$ cat config.mk
export PLATFORM = sky130hd
export DESIGN_NAME = dtsg_ctrl
export DESIGN_NICKNAME = d
export VERILOG_FILES = /design/src/design/dtsg_pkg.sv /design/src/design/dtsg_ctrl.sv
export SDC_FILE = /design/constraint.sdc
export NUM_CORES = 1
export LEC_CHECK = 0
export BUFFER_PORTS_ARGS = -buffer_cell sky130_fd_sc_hd__clkbuf_2
export CORE_AREA = 4 4 111 113
export CTS_BUF_LIST = sky130_fd_sc_hd__clkbuf_8
export DETAILED_ROUTE_END_ITERATION = 10
export DIE_AREA = 0 0 115 117
export PLACE_DENSITY = 0.52
export REMOVE_ABC_BUFFERS = 1
export SLEW_MARGIN = 20
export SYNTH_ARGS = -nofsm -noshare
export SYNTH_HDL_FRONTEND = slang
export SYNTH_SLANG_ARGS = --single-unit
$ cat constraint.sdc
create_clock -name clk_i -period 9.3 [get_ports clk_i]
set_input_delay 1.86 -clock clk_i [delete_from_list [all_inputs] [get_ports clk_i]]
set_output_delay 1.86 -clock clk_i [all_outputs]
set_load 0.01 [all_outputs]
$ cat src/design/dtsg_pkg.sv
// Package: shared constants, codes and command type for the dual-table stream generator.
`default_nettype none
package dtsg_pkg;

  localparam int unsigned TableDepth = 512;
  localparam int unsigned IdxW       = $clog2(TableDepth);
  localparam int unsigned WordW      = 32;
  localparam int unsigned SeedW      = 64;
  localparam int unsigned CfgIdxW    = 1;

  localparam logic [WordW-1:0] FillMulP = 32'h9E3779B9;
  localparam logic [WordW-1:0] FillMulQ = 32'h85EBCA6B;

  typedef enum logic [CfgIdxW-1:0] {
    CFG_KEY_SEED = 1'b0,
    CFG_MIX_SEED = 1'b1
  } dtsg_cfg_e;

  typedef enum logic [2:0] {
    OP_NONE = 3'd0,
    OP_FILL = 3'd1,
    OP_RD_A = 3'd2,
    OP_RD_B = 3'd3,
    OP_RD_C = 3'd4,
    OP_UPD  = 3'd5,
    OP_OUT  = 3'd6
  } dtsg_op_e;

  typedef struct packed {
    dtsg_op_e             op;
    logic [IdxW-1:0]      idx;
    logic                 half;
    logic [IdxW-1:0]      fill_idx;
  } dtsg_cmd_t;

endpackage
`default_nettype wire

$ cat src/design/dtsg_ctrl.sv
// Controller: step counter, table fill sweep and per-word sequencing.
`default_nettype none
module dtsg_ctrl (
  input  wire logic               clk_i,
  input  wire logic               rst_ni,
  input  wire logic               in_valid_i,
  input  wire logic               in_reinit_i,
  output logic                    in_ready_o,
  output logic                    out_valid_o,
  input  wire logic               out_ready_i,
  output dtsg_pkg::dtsg_cmd_t     cmd_o
);

  typedef enum logic [2:0] {
    ST_IDLE,
    ST_FILL,
    ST_RDA,
    ST_RDB,
    ST_RDC,
    ST_UPD,
    ST_OUT
  } state_e;

  state_e                        state_q;
  logic [31:0]                   count_q;
  logic [31:0]                   count_inc;
  logic [31:0]                   n_cur;
  logic [dtsg_pkg::IdxW-1:0]     fill_k_q;
  logic                          out_valid_q;
  logic                          accept;
  logic                          need_fill;
  logic                          load;
  logic                          out_load;

  assign in_ready_o  = (state_q == ST_IDLE);
  assign out_valid_o = out_valid_q;
  assign accept      = in_valid_i && in_ready_o;
  assign need_fill   = in_reinit_i || (count_q == 32'd0);
  assign load        = !out_valid_q || out_ready_i;
  assign out_load    = (state_q == ST_OUT) && load;
  assign n_cur       = count_q - 32'd1;
  assign count_inc   = count_q + 32'd1;

  always_comb begin
    cmd_o.op       = dtsg_pkg::OP_NONE;
    cmd_o.idx      = n_cur[dtsg_pkg::IdxW-1:0];
    cmd_o.half     = n_cur[dtsg_pkg::IdxW];
    cmd_o.fill_idx = fill_k_q;
    case (state_q)
      ST_IDLE: begin
        if (in_valid_i && !need_fill) begin
          cmd_o.op = dtsg_pkg::OP_RD_A;
        end
      end
      ST_FILL: cmd_o.op = dtsg_pkg::OP_FILL;
      ST_RDA:  cmd_o.op = dtsg_pkg::OP_RD_A;
      ST_RDB:  cmd_o.op = dtsg_pkg::OP_RD_B;
      ST_RDC:  cmd_o.op = dtsg_pkg::OP_RD_C;
      ST_UPD:  cmd_o.op = dtsg_pkg::OP_UPD;
      ST_OUT: begin
        if (load) begin
          cmd_o.op = dtsg_pkg::OP_OUT;
        end
      end
      default: cmd_o.op = dtsg_pkg::OP_NONE;
    endcase
  end

  always_ff @(posedge clk_i or negedge rst_ni) begin
    if (!rst_ni) begin
      state_q     <= ST_IDLE;
      count_q     <= '0;
      fill_k_q    <= '0;
      out_valid_q <= 1'b0;
    end else begin
      if (out_load) begin
        out_valid_q <= 1'b1;
      end else if (out_valid_q && out_ready_i) begin
        out_valid_q <= 1'b0;
      end
      case (state_q)
        ST_IDLE: begin
          if (accept) begin
            fill_k_q <= '0;
            state_q  <= need_fill ? ST_FILL : ST_RDB;
          end
        end
        ST_FILL: begin
          fill_k_q <= fill_k_q + 1'b1;
          if (fill_k_q == '1) begin
            count_q <= 32'd1;
            state_q <= ST_RDA;
          end
        end
        ST_RDA: state_q <= ST_RDB;
        ST_RDB: state_q <= ST_RDC;
        ST_RDC: state_q <= ST_UPD;
        ST_UPD: state_q <= ST_OUT;
        ST_OUT: begin
          if (load) begin
            count_q     <= (count_inc == 32'd0) ? 32'd1 : count_inc;
            state_q     <= ST_IDLE;
          end
        end
        default: state_q <= ST_IDLE;
      endcase
    end
  end

  a_accept_starts: assert property (@(posedge clk_i) disable iff (!rst_ni)
    accept |=> state_q != ST_IDLE)
    else $error("accepted word did not start work");

  a_fill_ends: assert property (@(posedge clk_i) disable iff (!rst_ni)
    (state_q == ST_FILL && fill_k_q == '1) |=> (state_q == ST_RDA && count_q == 32'd1))
    else $error("fill sweep did not hand over to the step");

  a_load_valid: assert property (@(posedge clk_i) disable iff (!rst_ni)
    (state_q == ST_OUT && load) |=> out_valid_q)
    else $error("result not presented after load");

  a_count_nonzero: assert property (@(posedge clk_i) disable iff (!rst_ni)
    (state_q == ST_OUT && load) |=> count_q != 32'd0)
    else $error("step counter wrapped to zero");

endmodule
`default_nettype wire

-- Yosys cells after proc, flatten, opt, wreduce, memory -nomap -nowiden
Index checks and enable logic that the tools add are counted.
- register bits: 45
- input port bits: 5
- output and inout bits: 24
- add/subtract/negate cells: 3
- eq/ne operators: 10
- multiplexer cells: 16
- reductions and logical operators: 17
- operators by type and width (cell ; number):
    2-to-1 mux 32 bit ; 3
    logical NOT 32 bit ; 2
    case mux 32 bit (2 select lines) ; 1
    case mux 3 bit (7 select lines) ; 2
    adder 32 x 1 -> 32 bit (second input constant) ; 1
    case mux 9 bit (2 select lines) ; 1
    2-to-1 mux 3 bit ; 4
    subtractor 10 x 1 -> 10 bit (second input constant) ; 1
    adder 9 x 1 -> 9 bit (second input constant) ; 1
    == test 3 bit (second input constant) ; 3
    == test 9 bit (second input constant) ; 1
    2-to-1 mux 9 bit ; 1
    == test 3 x 2 -> 1 bit (second input constant) ; 2
    AND reduction 3 bit ; 2
    nonzero test 2 bit ; 3
    logical AND 1 bit ; 4
    2-to-1 mux 2 bit ; 2
    != test 2 bit (second input constant) ; 2
    == test 3 x 1 -> 1 bit (second input constant) ; 1
    logical NOT 3 bit ; 1
    logical NOT 1 bit ; 2
    logical OR 1 bit ; 2
    2-to-1 mux 1 bit ; 2
    != test 2 x 1 -> 1 bit (second input constant) ; 1
    AND reduction 2 bit ; 1

-- Depth between registers and ports, before layout
Gate-level depths: netlist of run 1.
- depth in word-level cells: 6
- gate-level depth with buffers: 12
- mapped depth without buffers: 10

-- Worst setup path before layout of run 1
OpenSTA, ideal clock, no wires.
- path type: in2out
- from: in out_ready_i
- to: out cmd_o[20] (netlist bit)
- data arrival time: 2.577 ns
- data required time: 7.440 ns
- path slack: 4.863 ns
- stages on the path: 4
- buffers on the path: 1
- cells stage by stage: nor2b_1 > nor2_1 > clkbuf_1 > a221o_1
- RTL lines (item ; line ; text):
    from (decl) ; dtsg_ctrl.sv:10 ; input wire logic out_ready_i,
    to (decl) ; dtsg_ctrl.sv:11 ; output dtsg_pkg::dtsg_cmd_t cmd_o

==> run_results.csv, run 1 <==
group,metric,value,unit
setup_path,worst_path_max_delay_cell,"a221o_1",
setup_path,crit_type,"in -> out",
cts,cts_made_buffers,5,
global_route,antenna_found_initial,0,
placement,dpl.hpwl,6260,um
sta,relSlewSlack,0.402,
final_layout,area_delta_synth_final,7.86,%
floorplanning,rows,39,
power_and_ir_drop,ir_drop,119,uV
sta,fin_crit_sh,0.509,
setup_path,path_delay_family,"buffers and inverters",
global_route,track_usage,0.140,
floorplanning,die_w,115,um
cts,worstSkewPairLatency,0.31,ns
floorplanning,core-area,0.0113,mm2
sta,tns,0,ns
sta,clock_skew,0.00992,ns
run_status,status,"finished clean",
cts,cts.sinks,45,
floorplanning,fp.dieH,117,um
final_layout,antenna_cells,0,
setup_path,crit_path_max_fanout,32,
min_path,hp-class,"reg -> reg",
setup_path,crit_buf_inv,3,
global_route,grt_pass1_wl,15300,um
drt,drc_errors,0,
final_layout,final_cell_mix,"nand2_1, dfrtp_1, nand3_1, nor2_1, o21ai_0",
setup_path,critPathMaxStageDelay,0.30,ns
final_layout,stdcell_area,0.00357,mm2
floorplanning,initial_core_util,0.293,
drt,drt-initial-drc-count,183,
drt,vias_per_cell,5.65,
drt,wl,8920,um
final_layout,fill_cells,1211,
job,max_cap_violations,0,
sta,slew_violations,0,
cts,clk_path_buf_depth,2,
sta,finalSetupViolCount,0,
yosys,synthCells,419,
cts,postCtsSetupRepairBufs,0,
placement,place_congestion,0.842,
global_route,grt_max_degree,46,
floorplanning,dieArea,0.0135,mm2
sta,worst_slew_pin_slew,0.895,ns
yosys,syn_area_per_cell,7.91,um2
global_route,gr-total-overflow,0,
yosys,ys_types,55,
sta,rsz0062_at_grt,"no",
final_layout,mostFrequentLayoutCell,"nand2_1",
yosys,synth_edf_count,0,
setup_path,critPathRequiredTime,7.44,ns
yosys,yosys_register_bits,45,
placement,port_buffers,28,
cts,tritoncts,"yes",
power_and_ir_drop,swShare,0.435,
cts,path_clk_slew,0.10,ns
setup_path,critPathCaptureType,"primary output",
cts,clockRootBuffer,"clkbuf_8",
yosys,synth_async_sr_flop_share,1.00,
cts,holdBufCountCts,0,
power_and_ir_drop,p_int,0.000406,W
power_and_ir_drop,pwr-share-seq,0.369,
sta,period_needed,4.73,ns
yosys,netlist_area,0.00331,mm2
power_and_ir_drop,pwr_density_cell,201,mW/mm2
power_and_ir_drop,leakagePower,1.50,nW
drt,detail-route-antenna-nets,0,
yosys,yosysTopAreaCell,"dfrtp_1",
cts,cts-resized-gates,0,
final_layout,drive_above_1_share,0.117,
yosys,yosysSeqAreaShare,0.340,
power_and_ir_drop,power_frac_clock,0.215,
drt,wl_per_cell,15.9,um
power_and_ir_drop,switchingPower,0.000312,W
power_and_ir_drop,combinationalPowerShare,0.416,
yosys,synth_top_area_frac,0.340,
sta,hold_viol,0,
yosys,synth_ff_type,"dfrtp_1",
yosys,yosys_warnings,0,
final_layout,fin_nets,426,
drt,vias,3168,
floorplanning,ioPinCount,29,
cts,htree_levels,2,
setup_path,crit_top_cell,"clkbuf_2",
placement,placed_area,0.00346,mm2
setup_path,path_cells,"clkbuf_2, nor2b_1, nor2_2, buf_4, a221o_1, clkbuf_2",
setup_path,crit_arrival,2.87,ns
setup_path,cp-start-kind,"input port",
yosys,synth_top_cells_by_area,"dfrtp_1, nand2_1, nand3_1",
sta,max_freq,0.211,GHz
drt,drt_pass1_iterations,4,
global_route,grt_pass1_vias,3026,
-- synthesized netlist by cell type (3+ instances only) --
master and count:
a21oi_1 9, inv_1 9, clkbuf_1 20, a22o_1 3, nor2b_1 5, nand4_1 14
o31ai_1 8, o41ai_1 4, o2111ai_1 3, xnor2_1 12, and2_1 4, o21ai_0 31
nor2_1 32, a31oi_1 11, xor2_1 8, nand2_1 50, o31a_1 5, or3_1 6
o21ai_1 3, and4_1 4, nor3_1 17, and3_1 6, ha_1 4, o211ai_1 7
nor4_1 8, buf_2 8, nand3_1 34, or4_1 4, dfrtp_1 45, buf_4 8
mux2i_1 4, o22ai_1 4
-- power groups by stage --
| stage | Combinational [W] | Sequential [W] | Clock (W) |
|---|---|---|---|
| after floorplan | 0.000185 | 0.000262 | 0 |
| after global placement | 0.000298 | 0.000267 | 0 |
| after detailed placement | 0.000303 | 0.000268 | 0 |
| after CTS | 0.000303 | 0.000264 | 0.000160 |
| after global routing | 0.000338 | 0.000271 | 0.000171 |
| final | 0.000298 | 0.000265 | 0.000155 |
-- flip-flops by register name (all words and copies together) (netlist names) --
| register | cells |
|---|---|
| count_q | 32 |
| fill_k_q | 9 |
| out_valid_o | 1 |
| state_q | 3 |
-- through the flow --
step	utilization	hold slack, ns	setup slack [ns]	power (W)	std cells
after floorplan	-	0.491	4.29	0.000447	380
after global placement	0.305	0.501	4.60	0.000566	553
after detailed placement	0.305	0.507	4.57	0.000571	553
after CTS	0.315	0.521	4.56	0.000728	561
after global routing	0.316	0.550	4.49	0.000779	561
final	0.316	0.524	4.57	0.000718	561
-- layout make-up --
class | instances | area (um2) | area share
well taps | 143 | 179 | 0.0501
clock inverters | 3 | 46.3 | 0.0130
inverters | 9 | 33.8 | 0.00945
repair buffers | 30 | 155 | 0.0434
clock buffers | 5 | 68.8 | 0.0193
multi-input cells | 326 | 1960 | 0.550
flip-flops and latches | 45 | 1130 | 0.315
-- per-layer routing --
metal,wire (um),up-vias,track usage,part of all wire
li1,-,1531,-,-
met1,4220,1555,0.193,0.47
met2,4100,69,0.222,0.46
met3,445,13,0.0262,0.050
met4,152,0,0.0430,0.017
met5,0,-,0,0
-- kinds of logic after synthesis --
| family | count (synthesis) | synth area share |
|---|---|---|
| AO/OA/AOI/OAI | 99 | 0.195 |
| XOR/XNOR | 20 | 0.0529 |
| adder cells (fa/ha/maj) | 4 | 0.0151 |
| buffers and inverters | 48 | 0.0687 |
| flip-flops | 45 | 0.340 |
| multiplexers | 5 | 0.0155 |
| AND/OR/NAND/NOR | 198 | 0.313 |
-- worst paths after layout --
check | start | end | slack (ns) | cells past startpoint
max in group asynchronous | rst_ni | count_q[17]$_DFFE_PN0P_ | 7.25 | 2
worst max-delay path | out_ready_i | cmd_o[20] | 4.57 | 6
worst max register to register | count_q[8]$_DFFE_PN0P_ | count_q[6]$_DFFE_PN0P_ | 5.19 | 8
min in group asynchronous | rst_ni | out_valid_o$_DFFE_PN0P_ | 1.64 | 2
worst min-delay path | fill_k_q[7]$_DFFE_PN0P_ | fill_k_q[7]$_DFFE_PN0P_ | 0.52 | 1
worst min register to register | fill_k_q[7]$_DFFE_PN0P_ | fill_k_q[7]$_DFFE_PN0P_ | 0.52 | 1
Note: power is estimated with default switching activity, not from simulation.
==> inputs of run 2 (changes only) <==
Settings changed: ABC_AREA set to 1, CORE_AREA 4 4 111 113 to 4 4 110 112, DIE_AREA 0 0 115 117 to 0 0 114 116, PLACE_DENSITY 0.52 to 0.54.
Clock period 9.3 ns to 4.3 ns, I/O delays scaled along.
==> run 2 against run 1 <==
Final area up 2.1%. Sequential share of layout area down 0.65 points. Non-clock buffer count down 1. Sequential power rose to 2.9 times the previous value. First-iteration DRC count down 12%. Count of clock-buffer cells in the layout up 1. Via count up 1.2%. Flip-flop and latch count unchanged. Total power rose to 3.0 times the previous value.
==> run_results.csv, run 2 <==
group,metric,value,unit
setup_path,critPathLaunch,"count_q[0]$_DFFE_PN0P_",
setup_path,crit_path_max_fanout,6,
floorplanning,fp.dieH,116,um
yosys,synth_ff_type,"dfrtp_1",
drt,vias,3206,
global_route,antenna_found_initial,0,
yosys,synth_edf_count,0,
setup_path,rr_startpoint,"fill_k_q[1]$_DFFE_PN0P_",
placement,dp.cells,667,
floorplanning,core-area,0.0112,mm2
yosys,ys_types,31,
yosys,netlist_area,0.00326,mm2
yosys,synth.most_common_cell,"nand2_1",
run_status,status,"finished clean",
global_route,grt_pass1_vias,3076,
sta,relSlewSlack,0.651,
final_layout,fill_cells,1242,
cts,tritoncts,"yes",
yosys,yosysTopAreaCell,"dfrtp_1",
sta,tns,0,ns
setup_path,r2r_end,"count_q[16]$_DFFE_PN0P_",
drt,vias_per_cell,4.75,
floorplanning,die_w,114,um
final_layout,fin_nets,540,
yosys,synth_top_family_by_area,"simple AND/OR/NAND/NOR gates",
final_layout,regMostFlops,"count_q",
final_layout,stdcell_area,0.00365,mm2
drt,wl,8850,um
final_layout,antenna_cells,0,
drt,drt-initial-drc-count,161,
placement,port_buffers,28,
sta,hold_viol,0,
sta,fin_crit_sh,0.724,
setup_path,cp-start-kind,"register",
min_path,hp-class,"in -> async",
yosys,synth-compound-area-share,0.101,
cts,path_clk_slew,0.10,ns
power_and_ir_drop,pwr_density_cell,591,mW/mm2
setup_path,path_cells,"inv_1, ha_1, nand3_1, nor2_1, nand2_1, nor3_1, nand3_1, nand2_1, o21ai_0, clkbuf_2",
cts,holdBufCountCts,0,
cts,cts.sinks,45,
floorplanning,initial_core_util,0.291,
yosys,synth_async_sr_flop_share,1.00,
final_layout,mostFrequentLayoutCell,"nand2_1",
global_route,grt_pass1_wl,15300,um
sta,max_freq,0.321,GHz
yosys,synthAdderAreaFrac,0.0153,
setup_path,critPathCaptureType,"primary output",
yosys,synthCells,500,
yosys,syn_area_per_cell,6.52,um2
global_route,gr-total-overflow,0,
floorplanning,ioPinCount,29,
yosys,yosys_warnings,0,
final_layout,drive_above_1_share,0.135,
cts,clk_path_buf_depth,2,
cts,clockRootBuffer,"clkbuf_8",
cts,htree_levels,2,
setup_path,crit_type,"reg -> out",
setup_path,crit_arrival,2.25,ns
sta,finalSetupViolCount,0,
yosys,synth_top_area_frac,0.345,
setup_path,crit_path_end,"cmd_o[20]",
sta,worst_slew_pin_slew,0.523,ns
sta,slew_violations,0,
sta,period_needed,3.11,ns
drt,wl_per_cell,13.1,um
floorplanning,rows,39,
drt,detail-route-antenna-nets,0,
sta,clock_skew,0.0131,ns
global_route,grt_max_degree,33,
power_and_ir_drop,ir_drop,361,uV
final_layout,final_cell_mix,"nand2_1, inv_1, nor2_1, dfrtp_1, nand3_1",
floorplanning,dieArea,0.0132,mm2
drt,drt_pass1_iterations,5,
yosys,synthXorXnorAreaFrac,0.0349,
job,max_cap_violations,0,
setup_path,critPathRequiredTime,3.44,ns
final_layout,final_cells,675,
yosys,synthMuxAreaShare,0,
final_layout,largest_registers,"count_q x32, fill_k_q x9, state_q x3",
global_route,track_usage,0.142,
yosys,yosys_register_bits,45,
yosys,synth_top_cells_by_area,"dfrtp_1, nand2_1, inv_1",
drt,drc_errors,0,
cts,cts-resized-gates,0,
yosys,synth.top_cells.by_count,"nand2_1, inv_1, nor2_1",
final_layout,area_delta_synth_final,11.9,%
setup_path,worst_path_max_delay_cell,"dfrtp_1",
yosys,synthSimpleGateAreaFrac,0.404,
cts,cts_made_buffers,5,
cts,postCtsSetupRepairBufs,0,
placement,place_congestion,0.926,
placement,placed_area,0.00355,mm2
final_layout,largest_reg_flops,32,
sta,rsz0062_at_grt,"no",
setup_path,r2r_cells,13,
cts,worstSkewPairLatency,0.31,ns
setup_path,critPathMaxStageDelay,0.41,ns
placement,dpl.hpwl,7040,um
power_and_ir_drop,leakagePower,1.78,nW
sta,timing.hold.ws,0.440,ns
setup_path,rrSetupSlack,1.72,ns
yosys,yosysSeqAreaShare,0.345,
-- run 2: cell types whose count changed after synthesis, sizes merged, moves of 7 or more --
cell	previous run	this run
nand4	16	7
nor2	32	81
nand2	51	167
a31oi	11	0
o211ai	7	0
xnor2	12	0
buf	19	4
nor4	9	2
nor3	17	3
clkbuf	20	1
inv	9	76
-- run 2: routing by layer --
metal / share of wire / wire length [um] / global-route usage / up-vias
li1: - / - / - / 1636
met1: 0.49 / 4360 / 0.205 / 1481
met2: 0.45 / 4000 / 0.226 / 82
met3: 0.048 / 421 / 0.0230 / 7
met4: 0.0082 / 73 / 0.0301 / 0
met5: 0 / 0 / 0 / -
-- run 2: cell type report --
class                      instances  area, um2  share of cell area
clock inverter                     2       17.5             0.00480
clock buffer                       6       82.6              0.0226
sequential                        45       1130               0.309
tap                              143        179              0.0490
inverter                          76        285              0.0782
timing repair buffer              29        148              0.0405
multi-input combinational        374       1810               0.496
-- run 2: worst min path at each step --
stage	to	slack, ns	depth (start not counted)
5_1_grt	count_q[6]$_DFFE_PN0P_	0.46	1
3_5_place_dp	fill_k_q[8]$_DFFE_PN0P_	0.54	2
6_report	count_q[14]$_DFFE_PN0P_	0.44	1
2_1_floorplan	count_q[1]$_DFFE_PN0P_	0.52	2
3_3_place_gp	fill_k_q[8]$_DFFE_PN0P_	0.53	2
4_1_cts	count_q[14]$_DFFE_PN0P_	0.45	1
-- run 2: worst max-delay path: cells and delay by family, from the launching register on --
kind	cells	cell delay [ns]
fa+ha+maj	1	0.21
flops	1	0.41
compound gates	1	0.09
buf+inv	2	0.31
simple gates	6	0.91
-- run 2: cells by family after synthesis --
group / Yosys count
fa+ha+maj: 4
simple gates: 298
buf+inv: 81
compound gates: 59
xor+xnor: 13
flops: 45
-- run 2: report_power, final --
| part | leakage (nW) | switching, W | internal, W | total (W) |
|---|---|---|---|---|
| Clock | 0.0518 | 0.000166 | 0.000134 | 0.000300 |
| Sequential | 0.609 | 0.000198 | 0.000570 | 0.000767 |
| Combinational | 1.12 | 0.000726 | 0.000363 | 0.00109 |
| Total | 1.78 | 0.00109 | 0.00107 | 0.00216 |
-- run 2: metrics by stage --
stage               power [W]   util  setup WS [ns]
floorplan             0.00148      -           1.89
global placement      0.00186  0.316           1.62
detailed placement    0.00187  0.316           1.54
CTS                   0.00217  0.325           1.19
global route          0.00236  0.325           1.00
finish                0.00216  0.325           1.19
